## config.mk

```make
export PLATFORM = sky130hd
export DESIGN_NAME = fixed_slot_pool_allocator_unit
export DESIGN_NICKNAME = d
export VERILOG_FILES = /design/src/fspa_pkg.sv /design/src/fspa_ram.sv /design/src/fspa_sdiv.sv /design/src/fspa_regs.sv /design/src/fixed_slot_pool_allocator_unit.sv
export SDC_FILE = /design/constraint.sdc
export NUM_CORES = 2
export LEC_CHECK = 0
export BUFFER_PORTS_ARGS = -buffer_cell sky130_fd_sc_hd__buf_4
export CAP_MARGIN = 0
export CORE_MARGIN = 1
export CORE_UTILIZATION = 55
export CTS_CLUSTER_DIAMETER = 150
export DETAILED_ROUTE_END_ITERATION = 7
export GPL_TIMING_DRIVEN = 1
export PLACE_DENSITY = 0.76
export SETUP_SLACK_MARGIN = 0.05
export SLEW_MARGIN = 15
export SYNTH_ARGS = -nofsm -noshare
export SYNTH_HDL_FRONTEND = slang
export SYNTH_SLANG_ARGS = --single-unit
```

## constraint.sdc

```tcl
create_clock -name clock -period 6.88 [get_ports clock]
set_clock_uncertainty 0.15 [all_clocks]
set_input_delay 1.032 -clock clock [delete_from_list [all_inputs] [get_ports clock]]
set_output_delay 1.032 -clock clock [all_outputs]
set_load 0.03 [all_outputs]
```

## src/fspa_pkg.sv

```systemverilog
`timescale 1ns / 1ps

package fspa_pkg;

   // Field widths fixed by the interface.
   localparam int ADDR_W      = 64;
   localparam int OBJ_W       = 16;
   localparam int ALIGN_W     = 13;
   localparam int COUNT_W     = 7;
   localparam int STATUS_W    = 2;
   localparam int CSR_INDEX_W = 2;
   // Object size plus alignment minus one needs one bit more than the object size.
   localparam int STRIDE_W    = OBJ_W + 1;

   localparam int FSPA_SLOTS  = 64;

   localparam logic [ADDR_W-1:0]  POOL_BASE_RESET      = '0;
   localparam logic [OBJ_W-1:0]   OBJECT_SIZE_RESET    = 16'd64;
   localparam logic [ALIGN_W-1:0] SLOT_ALIGNMENT_RESET = 13'd8;
   localparam logic [COUNT_W-1:0] SLOT_COUNT_RESET     = 7'd64;

   localparam logic CMD_ALLOC = 1'b0;
   localparam logic CMD_FREE  = 1'b1;

   localparam logic [STATUS_W-1:0] STATUS_OK          = 2'd0;
   localparam logic [STATUS_W-1:0] STATUS_FULL        = 2'd1;
   localparam logic [STATUS_W-1:0] STATUS_BAD_ADDRESS = 2'd2;

   typedef enum logic [CSR_INDEX_W-1:0] {
      CSR_POOL_BASE      = 2'd0,
      CSR_OBJECT_SIZE    = 2'd1,
      CSR_SLOT_ALIGNMENT = 2'd2,
      CSR_SLOT_COUNT     = 2'd3
   } csr_index_type;

   typedef struct packed {
      logic              command;
      logic [ADDR_W-1:0] free_address;
   } req_type;

   typedef struct packed {
      logic [STATUS_W-1:0] status;
      logic [ADDR_W-1:0]   slot_address;
   } rsp_type;

   typedef struct packed {
      logic [ADDR_W-1:0]  pool_base;
      logic [OBJ_W-1:0]   object_size;
      logic [ALIGN_W-1:0] slot_alignment;
      logic [COUNT_W-1:0] slot_count;
   } cfg_type;

endpackage

```

## src/fspa_ram.sv

```systemverilog
`timescale 1ns / 1ps

module fspa_ram #(
   parameter int WIDTH = 1,
   parameter int DEPTH = 64
) (
   input  logic                     clock,
   input  logic                     wr_en,
   input  logic [$clog2(DEPTH)-1:0] wr_addr,
   input  logic [WIDTH-1:0]         wr_data,
   input  logic [$clog2(DEPTH)-1:0] rd_addr,
   output logic [WIDTH-1:0]         rd_data
);

   logic [WIDTH-1:0] mem_ff [DEPTH];
   logic [WIDTH-1:0] rd_data_ff;

   always_ff @(posedge clock) begin
      if (wr_en) begin
         mem_ff[wr_addr] <= wr_data;
      end
      rd_data_ff <= mem_ff[rd_addr];
   end

   assign rd_data = rd_data_ff;

endmodule

```

## src/fspa_sdiv.sv

```systemverilog
`timescale 1ns / 1ps

// Restoring divider, one quotient bit per cycle. The dividend register shifts
// left and collects the quotient bits at its low end.
module fspa_sdiv #(
   parameter int DW = 64,
   parameter int VW = 17
) (
   input  logic          clock,
   input  logic          reset,
   input  logic          start,
   input  logic [DW-1:0] dividend,
   input  logic [VW-1:0] divisor,
   output logic          done,
   output logic [DW-1:0] quotient,
   output logic [VW-1:0] remainder
);

   localparam int CW = $clog2(DW + 1);

   logic [DW-1:0] num_ff, num_in;
   logic [VW-1:0] rem_ff, rem_in;
   logic [VW-1:0] den_ff, den_in;
   logic [CW-1:0] cnt_ff, cnt_in;
   logic          busy_ff, busy_in;
   logic          done_ff, done_in;
   logic [VW:0]   trial;
   logic [VW:0]   diff;
   logic          take;

   always_comb begin
      trial   = {rem_ff, num_ff[DW-1]};
      diff    = trial - {1'b0, den_ff};
      take    = (trial >= {1'b0, den_ff});
      num_in  = num_ff;
      rem_in  = rem_ff;
      den_in  = den_ff;
      cnt_in  = cnt_ff;
      busy_in = busy_ff;
      done_in = 1'b0;
      if (start) begin
         num_in  = dividend;
         rem_in  = '0;
         den_in  = divisor;
         cnt_in  = CW'(DW);
         busy_in = 1'b1;
      end else if (busy_ff) begin
         num_in = {num_ff[DW-2:0], take};
         rem_in = take ? diff[VW-1:0] : trial[VW-1:0];
         cnt_in = cnt_ff - CW'(1);
         if (cnt_ff == CW'(1)) begin
            busy_in = 1'b0;
            done_in = 1'b1;
         end
      end
   end

   always_ff @(posedge clock) begin
      if (reset) begin
         cnt_ff  <= '0;
         busy_ff <= 1'b0;
         done_ff <= 1'b0;
      end else begin
         cnt_ff  <= cnt_in;
         busy_ff <= busy_in;
         done_ff <= done_in;
      end
   end

   always_ff @(posedge clock) begin
      num_ff <= num_in;
      rem_ff <= rem_in;
      den_ff <= den_in;
   end

   assign done      = done_ff;
   assign quotient  = num_ff;
   assign remainder = rem_ff;

endmodule

```

## src/fspa_regs.sv

```systemverilog
`timescale 1ns / 1ps

module fspa_regs import fspa_pkg::*; (
   input  logic                   clock,
   input  logic                   reset,
   input  logic                   csr_we,
   input  logic [CSR_INDEX_W-1:0] csr_index,
   input  logic [ADDR_W-1:0]      csr_wdata,
   output cfg_type                cfg
);

   cfg_type cfg_ff, cfg_in;

   always_comb begin
      cfg_in = cfg_ff;
      if (csr_we) begin
         case (csr_index_type'(csr_index))
            CSR_POOL_BASE:      cfg_in.pool_base      = csr_wdata;
            CSR_OBJECT_SIZE:    cfg_in.object_size    = csr_wdata[OBJ_W-1:0];
            CSR_SLOT_ALIGNMENT: cfg_in.slot_alignment = csr_wdata[ALIGN_W-1:0];
            CSR_SLOT_COUNT:     cfg_in.slot_count     = csr_wdata[COUNT_W-1:0];
            default:            cfg_in = cfg_ff;
         endcase
      end
   end

   always_ff @(posedge clock) begin
      if (reset) begin
         cfg_ff.pool_base      <= POOL_BASE_RESET;
         cfg_ff.object_size    <= OBJECT_SIZE_RESET;
         cfg_ff.slot_alignment <= SLOT_ALIGNMENT_RESET;
         cfg_ff.slot_count     <= SLOT_COUNT_RESET;
      end else begin
         cfg_ff <= cfg_in;
      end
   end

   assign cfg = cfg_ff;

endmodule

```

## src/fixed_slot_pool_allocator_unit.sv

```systemverilog
`timescale 1ns / 1ps
// Allocate and free both open with a bit-serial stride division; allocate then scans for the
// lowest free slot, and a free with a nonzero stride adds a bit-serial division of the
// address offset. One item is in work at a time. Reset is synchronous; afterwards a clearing
// pass zeroes the busy map while req_ready stays low. Configuration writes are taken at any time.
module fixed_slot_pool_allocator_unit import fspa_pkg::*; #(
   parameter int SLOTS = FSPA_SLOTS
) (
   input  logic                   clock,
   input  logic                   reset,
   input  logic                   req_valid,
   output logic                   req_ready,
   input  req_type                req_payload,
   output logic                   rsp_valid,
   input  logic                   rsp_ready,
   output rsp_type                rsp_payload,
   input  logic                   csr_we,
   input  logic [CSR_INDEX_W-1:0] csr_index,
   input  logic [ADDR_W-1:0]      csr_wdata
);

   // Slot index width, width of a slot count, compare width, and width of the product of stride and index.
   localparam int SW   = $clog2(SLOTS);
   localparam int NW   = $clog2(SLOTS + 1);
   localparam int CMPW = (NW > COUNT_W) ? NW : COUNT_W;
   localparam int PW   = STRIDE_W + SW;

   typedef enum logic [7:0] {
      S_CLEAR  = 8'b0000_0001,
      S_IDLE   = 8'b0000_0010,
      S_STRIDE = 8'b0000_0100,
      S_QUOT   = 8'b0000_1000,
      S_SCAN   = 8'b0001_0000,
      S_MUL    = 8'b0010_0000,
      S_SUM    = 8'b0100_0000,
      S_RESP   = 8'b1000_0000
   } state_type;

   cfg_type cfg;

   state_type             state_ff, state_in;
   logic                  cmd_ff, cmd_in;
   logic [ADDR_W-1:0]     off_ff, off_in;
   logic [STRIDE_W-1:0]   stride_ff, stride_in;
   logic [NW-1:0]         rd_idx_ff, rd_idx_in;
   logic [NW-1:0]         chk_idx_ff, chk_idx_in;
   logic                  chk_valid_ff, chk_valid_in;
   logic [PW-1:0]         prod_ff, prod_in;
   logic [STATUS_W-1:0]   res_status_ff, res_status_in;
   logic [ADDR_W-1:0]     res_addr_ff, res_addr_in;
   logic [SW-1:0]         clr_idx_ff, clr_idx_in;
   logic                  rsp_valid_ff, rsp_valid_in;
   rsp_type               rsp_data_ff, rsp_data_in;

   logic                  accept;
   logic [ALIGN_W-1:0]    align_eff;
   logic [STRIDE_W-1:0]   stride_num;
   logic                  s_done;
   logic [ALIGN_W-1:0]    s_rem;
   logic [STRIDE_W-1:0]   stride_w;
   logic                  q_start;
   logic                  q_done;
   logic [ADDR_W-1:0]     q_quot;
   logic [STRIDE_W-1:0]   q_rem;
   logic                  q_ok;
   logic [CMPW-1:0]       count_ext;
   logic [CMPW-1:0]       count_clamp;
   logic [NW-1:0]         n_active;
   logic                  ram_we;
   logic [SW-1:0]         ram_waddr;
   logic [0:0]            ram_wdata;
   logic [0:0]            ram_rdata;

   fspa_regs u_regs (
      .clock     (clock),
      .reset     (reset),
      .csr_we    (csr_we),
      .csr_index (csr_index),
      .csr_wdata (csr_wdata),
      .cfg       (cfg)
   );

   // Configured slot count, clamped to the size of the busy map.
   assign count_ext   = CMPW'(cfg.slot_count);
   assign count_clamp = (count_ext > CMPW'(SLOTS)) ? CMPW'(SLOTS) : count_ext;
   assign n_active    = count_clamp[NW-1:0];

   // Stride is the object size rounded up to the alignment; a zero alignment acts as one.
   // It is the rounded-up numerator minus its remainder modulo the alignment.
   assign align_eff  = (cfg.slot_alignment == '0) ? ALIGN_W'(1) : cfg.slot_alignment;
   assign stride_num = {1'b0, cfg.object_size}
                     + {{(STRIDE_W - ALIGN_W){1'b0}}, align_eff} - STRIDE_W'(1);

   assign accept = req_valid && req_ready;

   fspa_sdiv #(
      .DW (STRIDE_W),
      .VW (ALIGN_W)
   ) u_stride_div (
      .clock     (clock),
      .reset     (reset),
      .start     (accept),
      .dividend  (stride_num),
      .divisor   (align_eff),
      .done      (s_done),
      .quotient  (),
      .remainder (s_rem)
   );

   assign stride_w = stride_num - {{(STRIDE_W - ALIGN_W){1'b0}}, s_rem};

   // For a free, the offset division starts as soon as the stride is known and is nonzero.
   assign q_start = (state_ff == S_STRIDE) && s_done && (cmd_ff == CMD_FREE)
                 && (stride_w != '0);

   fspa_sdiv #(
      .DW (ADDR_W),
      .VW (STRIDE_W)
   ) u_offset_div (
      .clock     (clock),
      .reset     (reset),
      .start     (q_start),
      .dividend  (off_ff),
      .divisor   (stride_w),
      .done      (q_done),
      .quotient  (q_quot),
      .remainder (q_rem)
   );

   // A freed address must sit exactly on a slot start below the active slot count.
   assign q_ok = (q_rem == '0) && (q_quot[ADDR_W-1:NW] == '0) && (q_quot[NW-1:0] < n_active);

   fspa_ram #(
      .WIDTH (1),
      .DEPTH (SLOTS)
   ) u_busy_map (
      .clock   (clock),
      .wr_en   (ram_we),
      .wr_addr (ram_waddr),
      .wr_data (ram_wdata),
      .rd_addr (rd_idx_ff[SW-1:0]),
      .rd_data (ram_rdata)
   );

   always_comb begin
      state_in      = state_ff;
      cmd_in        = cmd_ff;
      off_in        = off_ff;
      stride_in     = stride_ff;
      rd_idx_in     = rd_idx_ff;
      chk_idx_in    = chk_idx_ff;
      chk_valid_in  = chk_valid_ff;
      prod_in       = prod_ff;
      res_status_in = res_status_ff;
      res_addr_in   = res_addr_ff;
      clr_idx_in    = clr_idx_ff;
      rsp_valid_in  = rsp_valid_ff && !rsp_ready;
      rsp_data_in   = rsp_data_ff;
      ram_we        = 1'b0;
      ram_waddr     = chk_idx_ff[SW-1:0];
      ram_wdata     = 1'b0;

      case (state_ff)
         S_CLEAR: begin
            // Sweep the busy map once, one slot per cycle.
            ram_we     = 1'b1;
            ram_waddr  = clr_idx_ff;
            clr_idx_in = clr_idx_ff + SW'(1);
            if (clr_idx_ff == SW'(SLOTS - 1)) begin
               state_in = S_IDLE;
            end
         end
         S_IDLE: begin
            if (accept) begin
               cmd_in   = req_payload.command;
               off_in   = req_payload.free_address - cfg.pool_base;
               state_in = S_STRIDE;
            end
         end
         S_STRIDE: begin
            if (s_done) begin
               stride_in   = stride_w;
               res_addr_in = '0;
               if (cmd_ff == CMD_FREE) begin
                  if (stride_w == '0) begin
                     // Every slot starts at the base, so only the base frees slot zero.
                     if ((off_ff == '0) && (n_active != '0)) begin
                        ram_we        = 1'b1;
                        ram_waddr     = '0;
                        res_status_in = STATUS_OK;
                     end else begin
                        res_status_in = STATUS_BAD_ADDRESS;
                     end
                     state_in = S_RESP;
                  end else begin
                     state_in = S_QUOT;
                  end
               end else if (n_active == '0) begin
                  res_status_in = STATUS_FULL;
                  state_in      = S_RESP;
               end else begin
                  rd_idx_in    = '0;
                  chk_valid_in = 1'b0;
                  state_in     = S_SCAN;
               end
            end
         end
         S_QUOT: begin
            if (q_done) begin
               res_addr_in = '0;
               if (q_ok) begin
                  ram_we        = 1'b1;
                  ram_waddr     = q_quot[SW-1:0];
                  res_status_in = STATUS_OK;
               end else begin
                  res_status_in = STATUS_BAD_ADDRESS;
               end
               state_in = S_RESP;
            end
         end
         S_SCAN: begin
            // Reads are issued every cycle; the registered data of the previous
            // read is checked while the next one is on its way.
            rd_idx_in    = rd_idx_ff + NW'(1);
            chk_idx_in   = rd_idx_ff;
            chk_valid_in = (rd_idx_ff < n_active);
            if (chk_valid_ff) begin
               if (ram_rdata == 1'b0) begin
                  ram_we     = 1'b1;
                  ram_wdata  = 1'b1;
                  chk_idx_in = chk_idx_ff;
                  state_in   = S_MUL;
               end else if (chk_idx_ff == (n_active - NW'(1))) begin
                  res_status_in = STATUS_FULL;
                  res_addr_in   = '0;
                  state_in      = S_RESP;
               end
            end
         end
         S_MUL: begin
            prod_in  = PW'(stride_ff) * PW'(chk_idx_ff[SW-1:0]);
            state_in = S_SUM;
         end
         S_SUM: begin
            res_addr_in   = cfg.pool_base + {{(ADDR_W - PW){1'b0}}, prod_ff};
            res_status_in = STATUS_OK;
            state_in      = S_RESP;
         end
         S_RESP: begin
            // The output register frees the engine as soon as it can take the result.
            if (!rsp_valid_ff || rsp_ready) begin
               rsp_valid_in             = 1'b1;
               rsp_data_in.status       = res_status_ff;
               rsp_data_in.slot_address = res_addr_ff;
               state_in                 = S_IDLE;
            end
         end
         default: begin
            state_in = S_CLEAR;
         end
      endcase
   end

   always_ff @(posedge clock) begin
      if (reset) begin
         state_ff     <= S_CLEAR;
         clr_idx_ff   <= '0;
         chk_valid_ff <= 1'b0;
         rsp_valid_ff <= 1'b0;
      end else begin
         state_ff     <= state_in;
         clr_idx_ff   <= clr_idx_in;
         chk_valid_ff <= chk_valid_in;
         rsp_valid_ff <= rsp_valid_in;
      end
   end

   always_ff @(posedge clock) begin
      cmd_ff        <= cmd_in;
      off_ff        <= off_in;
      stride_ff     <= stride_in;
      rd_idx_ff     <= rd_idx_in;
      chk_idx_ff    <= chk_idx_in;
      prod_ff       <= prod_in;
      res_status_ff <= res_status_in;
      res_addr_ff   <= res_addr_in;
      rsp_data_ff   <= rsp_data_in;
   end

   assign req_ready   = (state_ff == S_IDLE);
   assign rsp_valid   = rsp_valid_ff;
   assign rsp_payload = rsp_data_ff;

endmodule

```

==> results by group <==
Status
  – Outcome: completed

Pwr
  – VDD IR max: approximately 0.00023 V
  – NetSw: about 0.0025 W
  – Power per cell area: about 240 nW/um^2
  – Static leakage: between 10 and 15 nW
  – Switch share: ~27%
  – Comb pwr share: 18.2%
  – Power share of the clock group: a little under two fifths
  – Sequential power share: a little over two fifths
  – Cell-internal power: 0.00666 W
  – Power, Total: ~0.0092 W

Timing
  – Setup TNS: 0 ns
  – Slew headroom: 25.4%
  – WHS: 0.252 ns
  – Slew Viols, Final: 0
  – RSZ-0062 raised after global routing: false
  – Fin. Hold Viols: 0
  – Fmax: ~0.16 GHz
  – Tightest Pin Transition: between 1 and 1.5 ns
  – Final Cycle Share: between 90% and 100%
  – Final worst path period need: roughly 6.4 ns
  – Final setup violation count: 0

Layout
  – Syn-to-layout area delta: 13.3%
  – Post-layout nets: slightly above 4000
  – Util after Layout: around 63%
  – Fillers: slightly below 5000
  – Multi-input logic area: about 16000 sq um
  – Share of layout cells above drive strength 1: 11.1%
  – Layout Cell Area excl Fill: about 38000 sq um
  – Most common cell after layout, fill and taps aside: nand2_1
  – Sequential cell area: about 16000 sq um
  – Most frequent cells in the layout: nand2_1 (605), edfxtp_1 (426), inv_1 (279)

Synth
  – Flops & latches, synth: 589
  – Async S/R FF share, synth: 0%
  – Sequential fraction of the synthesis area: between 40% and 50%
  – Post-synthesis area per instance: ~9.8 sq um
  – Synthesized instance count: around 3400
  – Synth warn: 0
  – Distinct cells, synth: 79
  – Primary FF master, synth: edfxtp_1
  – Mapped cell area: approximately 34000 sq um
  – Syn_nets: slightly below 4000
  – Post-synth EDFFs: around 430

Critical path
  – CP peak stage delay: about 0.60 ns
  – Crit. Startpoint: u_regs.cfg[16]
  – Req. time, crit path: between 7 and 8 ns
  – Critical path depth: 25
  – Top delay family on crit path: compound AO/OA/AOI/OAI gates
  – RR Endpoint: u_busy_map.mem_ff[11]
  – Critical path class: reg2reg
  – Reg2reg path depth: 25
  – Slowest stage cell, crit path: or4_4
  – Crit path DAT: between 6 and 7 ns
  – Worst Setup EP: u_busy_map.mem_ff[11]
  – Flop-to-flop setup slack: 0.47 ns
  – Crit path launch type: flop
  – Crit Path Max Fanout: 10
  – Buf/Inv on CP: 1
  – Setup crit end kind: flop
  – Worst R2R Start: u_regs.cfg[16]

Global route
  – Grt total ovfl: 0
  – Initial antenna violation count: 6
  – All-Layer GR Usage: between 20 and 30%
  – Global-route wire length before repair: ~140 mm
  – Vias in the first global route: around 25000
  – Largest net degree at the start of global routing: 73

Clock network
  – CTS tree: done
  – CTS Buf Count: 61
  – Worst-Skew Late Latency: around 0.65 ns
  – Clock sink count: about 600
  – CTS root buf: clkbuf_16
  – Clock slew at reported path FFs: ~0.06 ns
  – Setup Buffers After CTS: 0
  – Deepest clock path buffer count: 3
  – Htree depth: 2

Placed design
  – Routability cong.: 0.930
  – Post-DP Area: between 30000 and 40000 sq um
  – Port Buffers: 203
  – Final HPWL DP: approximately 64 mm

Die
  – Top-Level Pins: a little over 200
  – Core Area: ~60000 sq um
  – Starting density of the core: between 50% and 60%
  – Die height: 250 um
  – Site Rows: 90
  – Die ar.: between 60000 and 70000 sq um
  – Die Wd: 250 um

Drt
  – Vias per std cell: roughly 6
  – WL final: slightly below 90 mm
  – Drt drc: 0
  – DRT iter0 DRCs: 2033
  – Routed vias: between 20000 and 30000
  – Drt wl/cell: ~19 um
  – DRT antenna net count: 0
  – DR pass1 iterations: 6

Flow run
  – Total of max-cap violations: 0

Min path
  – Worst Hold Class: reg2reg
## layer usage
metal | wire length [um] | GRT usage (%) | vias up | share of wire [%]
met3 | 5660 | 3.67 | 176 | 6.5
met4 | 2860 | 10.3 | 0 | 3.3
met2 | 42100 | 46.7 | 904 | 49
met5 | 0 | 0 | - | 0
li1 | - | - | 12400 | -
met1 | 36000 | 36.6 | 12500 | 42
## how the worst min path moves through the flow
| stage | start | to | slack (ns) | depth (start not counted) |
|---|---|---|---|---|
| after floorplan | res_addr_ff[0] | rsp_payload[0] | 0.25 | 0 |
| after CTS | res_addr_ff[25] | rsp_payload[25] | 0.26 | 0 |
| after global placement | res_addr_ff[26] | rsp_payload[26] | 0.25 | 0 |
| after global routing | res_addr_ff[57] | rsp_payload[57] | 0.27 | 0 |
| final | res_addr_ff[23] | rsp_payload[23] | 0.25 | 0 |
| after detailed placement | res_addr_ff[24] | rsp_payload[24] | 0.25 | 0 |
## power groups by stage
stage | Clock [W] | Sequential (W) | Combinational (W)
floorplan | 0 | 0.00405 | 0.00118
global placement | 0 | 0.00408 | 0.00161
detailed placement | 0 | 0.00408 | 0.00163
CTS | 0.00354 | 0.00400 | 0.00165
global route | 0.00368 | 0.00402 | 0.00183
finish | 0.00350 | 0.00401 | 0.00167
## logic make-up after synthesis
family / count (synthesis) / share of synthesized area [%]
AOI/OAI and AO/OA: 647 / 12.1
xor gates and xnor gates: 197 / 5.10
adders and majority gates: 274 / 11.6
buffers and inverters: 410 / 4.59
DFF: 589 / 47.5
muxes: 48 / 2.20
and+or+nand+nor: 1277 / 16.9
## sequential cells by signal, indices dropped and copies added, names as in the netlist, 7 cells and up
signal	flops
u_stride_div.quotient	17
u_busy_map.mem_ff	64
rsp_payload	66
u_offset_div.remainder	17
prod_ff	23
res_addr_ff	64
stride_ff	17
state_ff	8
u_stride_div.remainder	13
chk_idx_ff	7
u_regs.cfg	100
u_offset_div.quotient	64
u_offset_div.cnt_ff	7
off_ff	64
rd_idx_ff	7
u_stride_div.den_ff	13
u_offset_div.den_ff	17
## metrics by stage
step / setup WS [ns] / cells
after floorplan: 0.680 / 3442
after global placement: 0.684 / 4330
after detailed placement: 0.498 / 4330
after CTS: 0.399 / 4445
after global routing: 0.0686 / 4451
final: 0.473 / 4451
## layout make-up
class / instances / area share, %
antenna: 6 / 0.0392
clock buffer: 82 / 4.43
timing repair buffer: 234 / 4.69
inverter: 282 / 2.77
clock inverter: 33 / 1.10
tap: 782 / 2.55
sequential: 589 / 41.9
multi-input combinational: 2443 / 42.5
## cells in the mapped netlist, types with 26 or more instances
cell type / number / share of area (%)
a21oi_1: 251 / 3.7
clkbuf_1: 116 / 1.3
o21ai_0: 105 / 1.6
edfxtp_1: 426 / 38
a211oi_1: 32 / 0.71
nor2_1: 275 / 3.1
a21o_1: 80 / 1.8
mux2i_1: 26 / 0.77
o21a_1: 32 / 0.71
ha_1: 207 / 7.7
nor3_1: 55 / 0.81
nand3_1: 60 / 0.89
nand4_1: 32 / 0.59
and2_1: 40 / 0.74
nand2_1: 609 / 6.8
fa_1: 67 / 4.0
nor4_1: 55 / 1.0
inv_1: 280 / 3.1
dfxtp_1: 163 / 9.6
xnor2_1: 138 / 3.6
xor2_1: 59 / 1.5
nand2b_1: 33 / 0.61
## repair_timing
action	in CTS	in global routing
setup endpoints to repair	0	158
hold buffers	0	0
gates resized for setup	0	11
No activity file was read; power rests on OpenSTA's default activity.
